===== src/design/ordered_list_engine_macros.svh =====
// assertion macros for the ordered list engine
`ifndef ORDERED_LIST_ENGINE_MACROS_SVH
`define ORDERED_LIST_ENGINE_MACROS_SVH

// antecedent holds in the same cycle as the consequent
`define OLE_ASSERT_SAME(label, ante, cons, msg) \
  label: assert property (@(posedge clk) disable iff (rst) (ante) |-> (cons)) else $error(msg);

// consequent holds in the cycle after the antecedent
`define OLE_ASSERT_NEXT(label, ante, cons, msg) \
  label: assert property (@(posedge clk) disable iff (rst) (ante) |=> (cons)) else $error(msg);

`endif


===== src/design/ole_pkg.sv =====
// types and constants shared by the ordered list engine
`default_nettype none

package ole_pkg;

  localparam int OP_W    = 3;
  localparam int POS_W   = 5;
  localparam int ITEM_W  = 32;
  localparam int FOUND_W = 4;
  localparam int LEN_W   = 5;

  localparam logic [OP_W-1:0] OP_APPEND = 3'd0;
  localparam logic [OP_W-1:0] OP_INSERT = 3'd1;
  localparam logic [OP_W-1:0] OP_GET    = 3'd2;
  localparam logic [OP_W-1:0] OP_SEARCH = 3'd3;
  localparam logic [OP_W-1:0] OP_REMOVE = 3'd4;
  localparam logic [OP_W-1:0] OP_CLEAR  = 3'd5;

  typedef struct packed {
    logic [OP_W-1:0]   op;
    logic [POS_W-1:0]  position;
    logic [ITEM_W-1:0] item;
  } cmd_t;

  typedef struct packed {
    logic               success;
    logic [ITEM_W-1:0]  data_out;
    logic [FOUND_W-1:0] found_position;
    logic [LEN_W-1:0]   length;
  } rsp_t;

  typedef struct packed {
    logic load;
    logic take_left;
    logic take_right;
  } cell_ctrl_t;

  typedef enum logic {
    ST_IDLE,
    ST_EXEC
  } state_t;

endpackage

`default_nettype wire


===== src/design/ordered_list_engine.sv =====
// top level of the ordered list engine: command register, cell row and result register
//
// Command port: a word (op, position, item) is taken at a rising edge with start
// high and busy low. Ops are append, insert at position, get, search, remove at
// position and clear.
// Result port: done is high for exactly one cycle and rsp then carries success,
// data_out, found_position and length. The receiver cannot hold results off.
// Sequence: the command is registered at the command edge and executed in the
// execute state; the result is registered at its end. busy is high for the one
// execute cycle; a new word can be taken in the cycle that done is high.
// Each cell loads the key or shifts from its left or right neighbour in the
// execute cycle, and compares against the key in parallel; the lowest live
// match and the read entry are picked from the row in that same cycle.
// Reset: the list length goes to zero, busy and done go low. Entry contents are
// not cleared; entries at or beyond the length are never reported.
`default_nettype none

module ordered_list_engine import ole_pkg::*; #(
  parameter int CAPACITY    = 16,
  parameter int ENTRY_WIDTH = 32
) (
  input  wire logic clk,
  input  wire logic rst,
  input  wire logic start,
  output logic      busy,
  input  wire cmd_t cmd,
  output logic      done,
  output rsp_t      rsp
);

`include "ordered_list_engine_macros.svh"

  localparam int CNT_W = $clog2(CAPACITY + 1);
  localparam int CMP_W = (CNT_W > POS_W) ? CNT_W : POS_W;

  state_t state, state_next;
  cmd_t   cmd_q;
  logic [CNT_W-1:0] cnt, cnt_next;
  rsp_t   rsp_next;

  logic [ENTRY_WIDTH-1:0] key;
  logic [ENTRY_WIDTH-1:0] entries [CAPACITY];
  logic [CAPACITY-1:0]    match;
  cell_ctrl_t             ctrl [CAPACITY];

  logic [CMP_W-1:0]       pos_x, cnt_x, found_idx;
  logic [ENTRY_WIDTH-1:0] rd_data;
  logic [ITEM_W-1:0]      rd_word;
  logic                   full, hit, exec;
  logic                   app_ok, ins_ok, rd_ok;

  generate
    if (ENTRY_WIDTH <= ITEM_W) begin : g_narrow
      assign key     = cmd_q.item[ENTRY_WIDTH-1:0];
      assign rd_word = ITEM_W'(rd_data);
    end else begin : g_wide
      assign key     = {{(ENTRY_WIDTH-ITEM_W){1'b0}}, cmd_q.item};
      assign rd_word = rd_data[ITEM_W-1:0];
    end
  endgenerate

  assign exec  = (state == ST_EXEC);
  assign busy  = exec;
  assign pos_x = CMP_W'(cmd_q.position);
  assign cnt_x = CMP_W'(cnt);
  assign full  = (cnt == CNT_W'(CAPACITY));

  assign app_ok = !full;
  assign ins_ok = !full && (pos_x <= cnt_x);
  assign rd_ok  = (pos_x < cnt_x);

  // per-cell shift and load decisions
  always_comb begin
    for (int i = 0; i < CAPACITY; i++) begin
      ctrl[i] = '0;
      if (exec) begin
        case (cmd_q.op)
          OP_APPEND: begin
            ctrl[i].load = app_ok && (CMP_W'(i) == cnt_x);
          end
          OP_INSERT: begin
            ctrl[i].load      = ins_ok && (CMP_W'(i) == pos_x);
            ctrl[i].take_left = ins_ok && (CMP_W'(i) > pos_x);
          end
          OP_REMOVE: begin
            ctrl[i].take_right = rd_ok && (CMP_W'(i) >= pos_x);
          end
          default: begin
            ctrl[i] = '0;
          end
        endcase
      end
    end
  end

  generate
    for (genvar g = 0; g < CAPACITY; g++) begin : g_cell
      logic [ENTRY_WIDTH-1:0] left_in, right_in;
      if (g == 0) begin : g_first
        assign left_in = entries[g];
      end else begin : g_mid_l
        assign left_in = entries[g-1];
      end
      if (g == CAPACITY - 1) begin : g_last
        assign right_in = entries[g];
      end else begin : g_mid_r
        assign right_in = entries[g+1];
      end
      ole_cell #(
        .ENTRY_WIDTH(ENTRY_WIDTH)
      ) u_cell (
        .clk   (clk),
        .ctrl  (ctrl[g]),
        .key   (key),
        .left  (left_in),
        .right (right_in),
        .entry (entries[g]),
        .match (match[g])
      );
    end
  endgenerate

  // read select and lowest live match
  always_comb begin
    rd_data   = '0;
    found_idx = '0;
    hit       = 1'b0;
    for (int i = 0; i < CAPACITY; i++) begin
      if (CMP_W'(i) == pos_x) begin
        rd_data = rd_data | entries[i];
      end
    end
    for (int i = CAPACITY - 1; i >= 0; i--) begin
      if (match[i] && (CMP_W'(i) < cnt_x)) begin
        found_idx = CMP_W'(i);
        hit       = 1'b1;
      end
    end
  end

  always_comb begin
    state_next = state;
    cnt_next   = cnt;
    rsp_next   = '0;
    case (state)
      ST_IDLE: begin
        if (start) begin
          state_next = ST_EXEC;
        end
      end
      ST_EXEC: begin
        state_next = ST_IDLE;
        case (cmd_q.op)
          OP_APPEND: begin
            rsp_next.success = app_ok;
            if (app_ok) begin
              cnt_next = cnt + CNT_W'(1);
            end
          end
          OP_INSERT: begin
            rsp_next.success = ins_ok;
            if (ins_ok) begin
              cnt_next = cnt + CNT_W'(1);
            end
          end
          OP_GET: begin
            rsp_next.success = rd_ok;
            if (rd_ok) begin
              rsp_next.data_out = rd_word;
            end
          end
          OP_SEARCH: begin
            rsp_next.success = hit;
            if (hit) begin
              rsp_next.found_position = found_idx[FOUND_W-1:0];
            end
          end
          OP_REMOVE: begin
            rsp_next.success = rd_ok;
            if (rd_ok) begin
              rsp_next.data_out = rd_word;
              cnt_next          = cnt - CNT_W'(1);
            end
          end
          OP_CLEAR: begin
            rsp_next.success = 1'b1;
            cnt_next         = '0;
          end
          default: begin
            rsp_next.success = 1'b0;
          end
        endcase
      end
      default: begin
        state_next = ST_IDLE;
      end
    endcase
    rsp_next.length = LEN_W'(cnt_next);
  end

  always_ff @(posedge clk) begin
    if (rst) begin
      state <= ST_IDLE;
      cnt   <= '0;
      done  <= 1'b0;
    end else begin
      state <= state_next;
      cnt   <= cnt_next;
      done  <= exec;
    end
  end

  always_ff @(posedge clk) begin
    if (!exec && start) begin
      cmd_q <= cmd;
    end
    if (exec) begin
      rsp <= rsp_next;
    end
  end

  `OLE_ASSERT_NEXT(a_exec_gives_result, busy, done, "execute cycle not followed by a result")
  `OLE_ASSERT_SAME(a_result_not_busy, done, !busy, "result strobe while executing")
  `OLE_ASSERT_SAME(a_count_bound, 1'b1, cnt <= CNT_W'(CAPACITY), "length above capacity")
  `OLE_ASSERT_SAME(a_fail_zero, done && !rsp.success, (rsp.data_out == '0) && (rsp.found_position == '0), "failed result carries data")

endmodule

`default_nettype wire


===== src/design/ole_cell.sv =====
// one list cell: holds an entry, shifts from a neighbour, compares against the key
`default_nettype none

module ole_cell import ole_pkg::*; #(
  parameter int ENTRY_WIDTH = 32
) (
  input  wire logic                   clk,
  input  wire cell_ctrl_t             ctrl,
  input  wire logic [ENTRY_WIDTH-1:0] key,
  input  wire logic [ENTRY_WIDTH-1:0] left,
  input  wire logic [ENTRY_WIDTH-1:0] right,
  output logic      [ENTRY_WIDTH-1:0] entry,
  output logic                        match
);

  always_ff @(posedge clk) begin
    if (ctrl.load) begin
      entry <= key;
    end else if (ctrl.take_left) begin
      entry <= left;
    end else if (ctrl.take_right) begin
      entry <= right;
    end
  end

  assign match = (entry == key);

endmodule

`default_nettype wire


===== config.mk =====
export PLATFORM = sky130hd
export DESIGN_NAME = ordered_list_engine
export DESIGN_NICKNAME = d
export VERILOG_FILES = /design/src/design/ole_pkg.sv /design/src/design/ordered_list_engine.sv /design/src/design/ole_cell.sv
export VERILOG_INCLUDE_DIRS = /design/src /design/src/design
export SDC_FILE = /design/constraint.sdc
export NUM_CORES = 2
export LEC_CHECK = 0
export CAP_MARGIN = 20
export CORE_MARGIN = 4
export CORE_UTILIZATION = 50
export CTS_BUF_LIST = sky130_fd_sc_hd__clkbuf_16
export DETAILED_ROUTE_END_ITERATION = 8
export DONT_BUFFER_PORTS = 1
export PLACE_DENSITY = 0.68
export SYNTH_ARGS = -nofsm -noshare
export SYNTH_HDL_FRONTEND = slang
export SYNTH_HIERARCHICAL = 1
export SYNTH_SLANG_ARGS = --single-unit

===== constraint.sdc =====
create_clock -name clk -period 3.85 [get_ports clk]
set_clock_uncertainty 0.2 [all_clocks]
set_input_delay 0.77 -clock clk [delete_from_list [all_inputs] [get_ports clk]]
set_output_delay 0.77 -clock clk [all_outputs]
set_load 0.05 [all_outputs]

==> results by group <==
Status
  • Status: finished clean

Worst hold path
  • Hold path depth: 1
  • Hold crit path type: input pin to register

Finish
  • Most frequent cells in the layout: 646 x nand2_1, 594 x edfxtp_1, 526 x o21ai_0, 513 x xor2_1, 512 x mux2i_1
  • Commonest non-fill, non-tap cell in the layout: nand2_1
  • Share of layout cells above drive strength 1: 11.9%
  • FILL cells: 6674
  • Synthesis-to-layout area growth: 13.4%
  • Final net count: 3976

STA
  • Min Tclk post-route: between 3000 and 4000 ps
  • Hold violation count in the final report: 0
  • Worst-Margin Slew: between 900 and 1000 ps
  • Final setup violation count: 0
  • Max Freq: 265 MHz
  • Slew HR: a little under two fifths
  • Worst Hold Margin: around 20 ps
  • Period Utilization, post-route: a little over nine tenths
  • Fin. max-slew vios: 0

Placement
  • Placer Congestion: a little over 1
  • Detailed Place HPWL: approximately 110000 microns
  • Port Buf Inserts: 0

CTS
  • Clock Tree Buf Depth: 3
  • CTS Root Buffer Type: clkbuf_16
  • Clk_lat worst skew: around 630 ps
  • CTS tree: done
  • Clock sink count: about 600
  • Reg clk slew, reported paths: approximately 60 ps
  • Num CTS Buffers: 74
  • H-tree levels: 3

Logic synthesis
  • Mapped Nets: just under 4k
  • Syn avg cell area: roughly 10 sq um
  • Post-synthesis cell type count: 61
  • Post-synth ARST share: 0%
  • Warnings, synthesis: 6
  • Gate Count Post-Synth: ~3.8k
  • Synth Register Bits: around 600
  • Mapped Area: approximately 40000 sq um
  • Sequential-to-total area share from yosys stat: 46.0%
  • Top FF cell, synth: edfxtp_1
  • EDFF count, synth: between 500 and 600

Power and ir drop
  • VDD IR max: between 300 and 400 uV
  • Power share of the combinational group: 7.5%
  • Seq pwr share: about 48%
  • P_sw: roughly 3.8 mW
  • Lkg Pwr: ~14 nW
  • Sw Share: around 25%
  • P_int: around 12 mW
  • Clk network pwr share: around 45%
  • Pwr/cell area: approximately 350 nW/um^2
  • Overall Power: 15.4 mW

Floorplan
  • Site row count: about 100
  • Core outline area: between 70000 and 80000 sq um
  • Die width: around 290 microns
  • Die height: 288 microns
  • # IOs: 87
  • Initial Utilization: about half
  • DIE AREA: a little over 80000 sq um

Setup path
  • Worst setup EP type: register
  • Slowest CP cell: nor4_1
  • WS Path Type: register to register
  • Cell depth of the worst setup path: 11
  • Critical Path RT: about 4100 ps
  • R2R depth: 11
  • Slowest stage delay, CP: ~550 ps
  • CP bufs+invs: 2
  • Critical Path Most Common Cell: buf_4
  • WP data arrival: around 4000 ps
  • Crit path max-delay family: simple AND/OR/NAND/NOR gates
  • CP max FO: 26
  • Crit-path cells: buf_4 -> xor2_1 -> nor4_1 -> nand4_1 -> nor2_1 -> buf_4 -> o211ai_1 -> o31ai_2 -> a31oi_1 -> or4_4 -> a211oi_2
  • Startpoint types: register

Global routing
  • Global-route wire length before repair: ~230000 microns
  • Initial antenna violation count: 26
  • Vias in the first global route: 31.9k
  • Largest net degree at the start of global routing: 65
  • Congestion Overflow GR: 0
  • Total GRT Usage: just under 40%

Detailed routing
  • Total Routed Length: roughly 160000 microns
  • Vias/cell: 6.79
  • DRT Pass-1 Iters: 7
  • Via count: 34.1k
  • Final ANT Viol Nets: 0
  • Initial drt markers: 5875
  • DRC errors left: 0
  • WL per Instance: ~33 microns

Run
  • Max-cap violation count: 0
==> worst paths after layout <==
check,startpoint,slack (ps),to
min reg2reg,busy$_SDFF_PP0_,460,rsp[41]$_DFFE_PP_
max,key[26]$_DFFE_PP_,80,rsp[5]$_SDFFCE_PP0P_
max reg2reg,key[26]$_DFFE_PP_,80,rsp[5]$_SDFFCE_PP0P_
min,rst,20,cnt[2]$_SDFF_PP0_
==> stage by stage <==
step,setup slack [ps],setup TNS (ps),utilization (%),std cells,cell area [sq um]
6_report,83.0,0,57.2,5029,44300
5_1_grt,-7.55,-7.55,57.2,5028,44300
4_1_cts,18.6,0,56.8,4994,44000
3_5_place_dp,-73.2,-73.2,53.8,4857,41600
3_3_place_gp,-68.0,-90.1,53.8,4857,41600
2_1_floorplan,0.0968,0,-,3822,39100
==> layout make-up <==
type	count	area (sq um)	share of cell area, %
multi-input combinational	2951	20000	45.2
sequential	601	18000	40.6
timing repair buffer	284	2630	5.94
clock buffer	78	1950	4.40
tap	1040	1300	2.94
clock inverter	50	358	0.807
inverter	11	41.3	0.0931
antenna	14	35.0	0.0790
==> power by group through the flow <==
| stage | registers (mW) | logic, mW | clock network, mW |
|---|---|---|---|
| floorplan | 7.60 | 0.470 | 0 |
| global placement | 7.51 | 1.03 | 0 |
| detailed placement | 7.51 | 1.04 | 0 |
| CTS | 7.37 | 1.06 | 6.91 |
| global route | 7.36 | 1.20 | 7.20 |
| finish | 7.36 | 1.16 | 6.90 |
==> metal layers <==
layer / share of wire (%) / vias up / routed length, microns / track usage [%]
met1: 37 / 16300 / 60500 / 52.0
met2: 41 / 2898 / 68000 / 55.2
met3: 15 / 599 / 24300 / 11.5
met5: 0.026 / - / 42 / 0
met4: 6.8 / 6 / 11200 / 22.2
li1: - / 14300 / - / -
==> cells in the mapped netlist, types with 3 or more instances <==
cell	instances	area, sq um
a21o_1	4	30.0
o21ai_0	526	2630
edfxtp_1	594	17800
buf_4	16	120
a211oi_1	4	30.0
nand4_1	45	282
xor2_1	513	4490
nor3_1	26	130
a22oi_1	261	1960
a21oi_1	27	135
clkbuf_1	137	514
nor3b_2	3	37.5
nor4_1	152	951
inv_1	9	33.8
and2_1	7	43.8
nand2_1	646	2420
nor2b_1	8	50.1
or2_1	3	18.8
or3_1	21	131
nand3_1	10	50.1
o211ai_1	4	30.0
ha_1	10	125
a211o_1	3	26.3
a32oi_1	7	61.3
nor3b_1	5	37.5
buf_6	49	552
dfxtp_1	7	140
nand2b_1	3	18.8
a31oi_1	7	43.8
nor2_1	100	375
and3_1	11	68.8
mux2i_1	512	5120
buf_2	57	285
==> state kept, by name, indices dropped and copies added (netlist names) <==
signal / count
rsp: 42
busy: 1
done: 1
cmd_q: 3
g_cell.u_cell/entry: 512
pos_x: 5
key: 32
cnt: 5
==> cells by family after synthesis <==
logic type      count (synthesis)  share of synthesized area [%]
compound gates                865                           13.2
xor+xnor                      513                           11.5
fa+ha+maj                      10                          0.320
buf+inv                       270                           3.87
flops                         601                           46.0
mux                           512                           13.1
other cells                     1                        0.00959
simple gates                 1050                           12.1
==> worst register-to-register path, delay by kind of cell (launching register included) <==
| kind | cells | cell delay [ps] |
|---|---|---|
| simple gates | 4 | 1750 |
| buf+inv | 2 | 450 |
| flops | 1 | 420 |
| compound gates | 4 | 540 |
| xor+xnor | 1 | 250 |
==> repair_timing <==
| action | in CTS | in global routing |
|---|---|---|
| hold endpoints to repair | 1 | 0 |
| hold buffers | 1 | 0 |
| gates resized for setup | 2 | 10 |
| setup buffers | 8 | 20 |
| setup endpoints to repair | 2 | 5 |
Note: power is estimated with default switching activity, not from simulation.
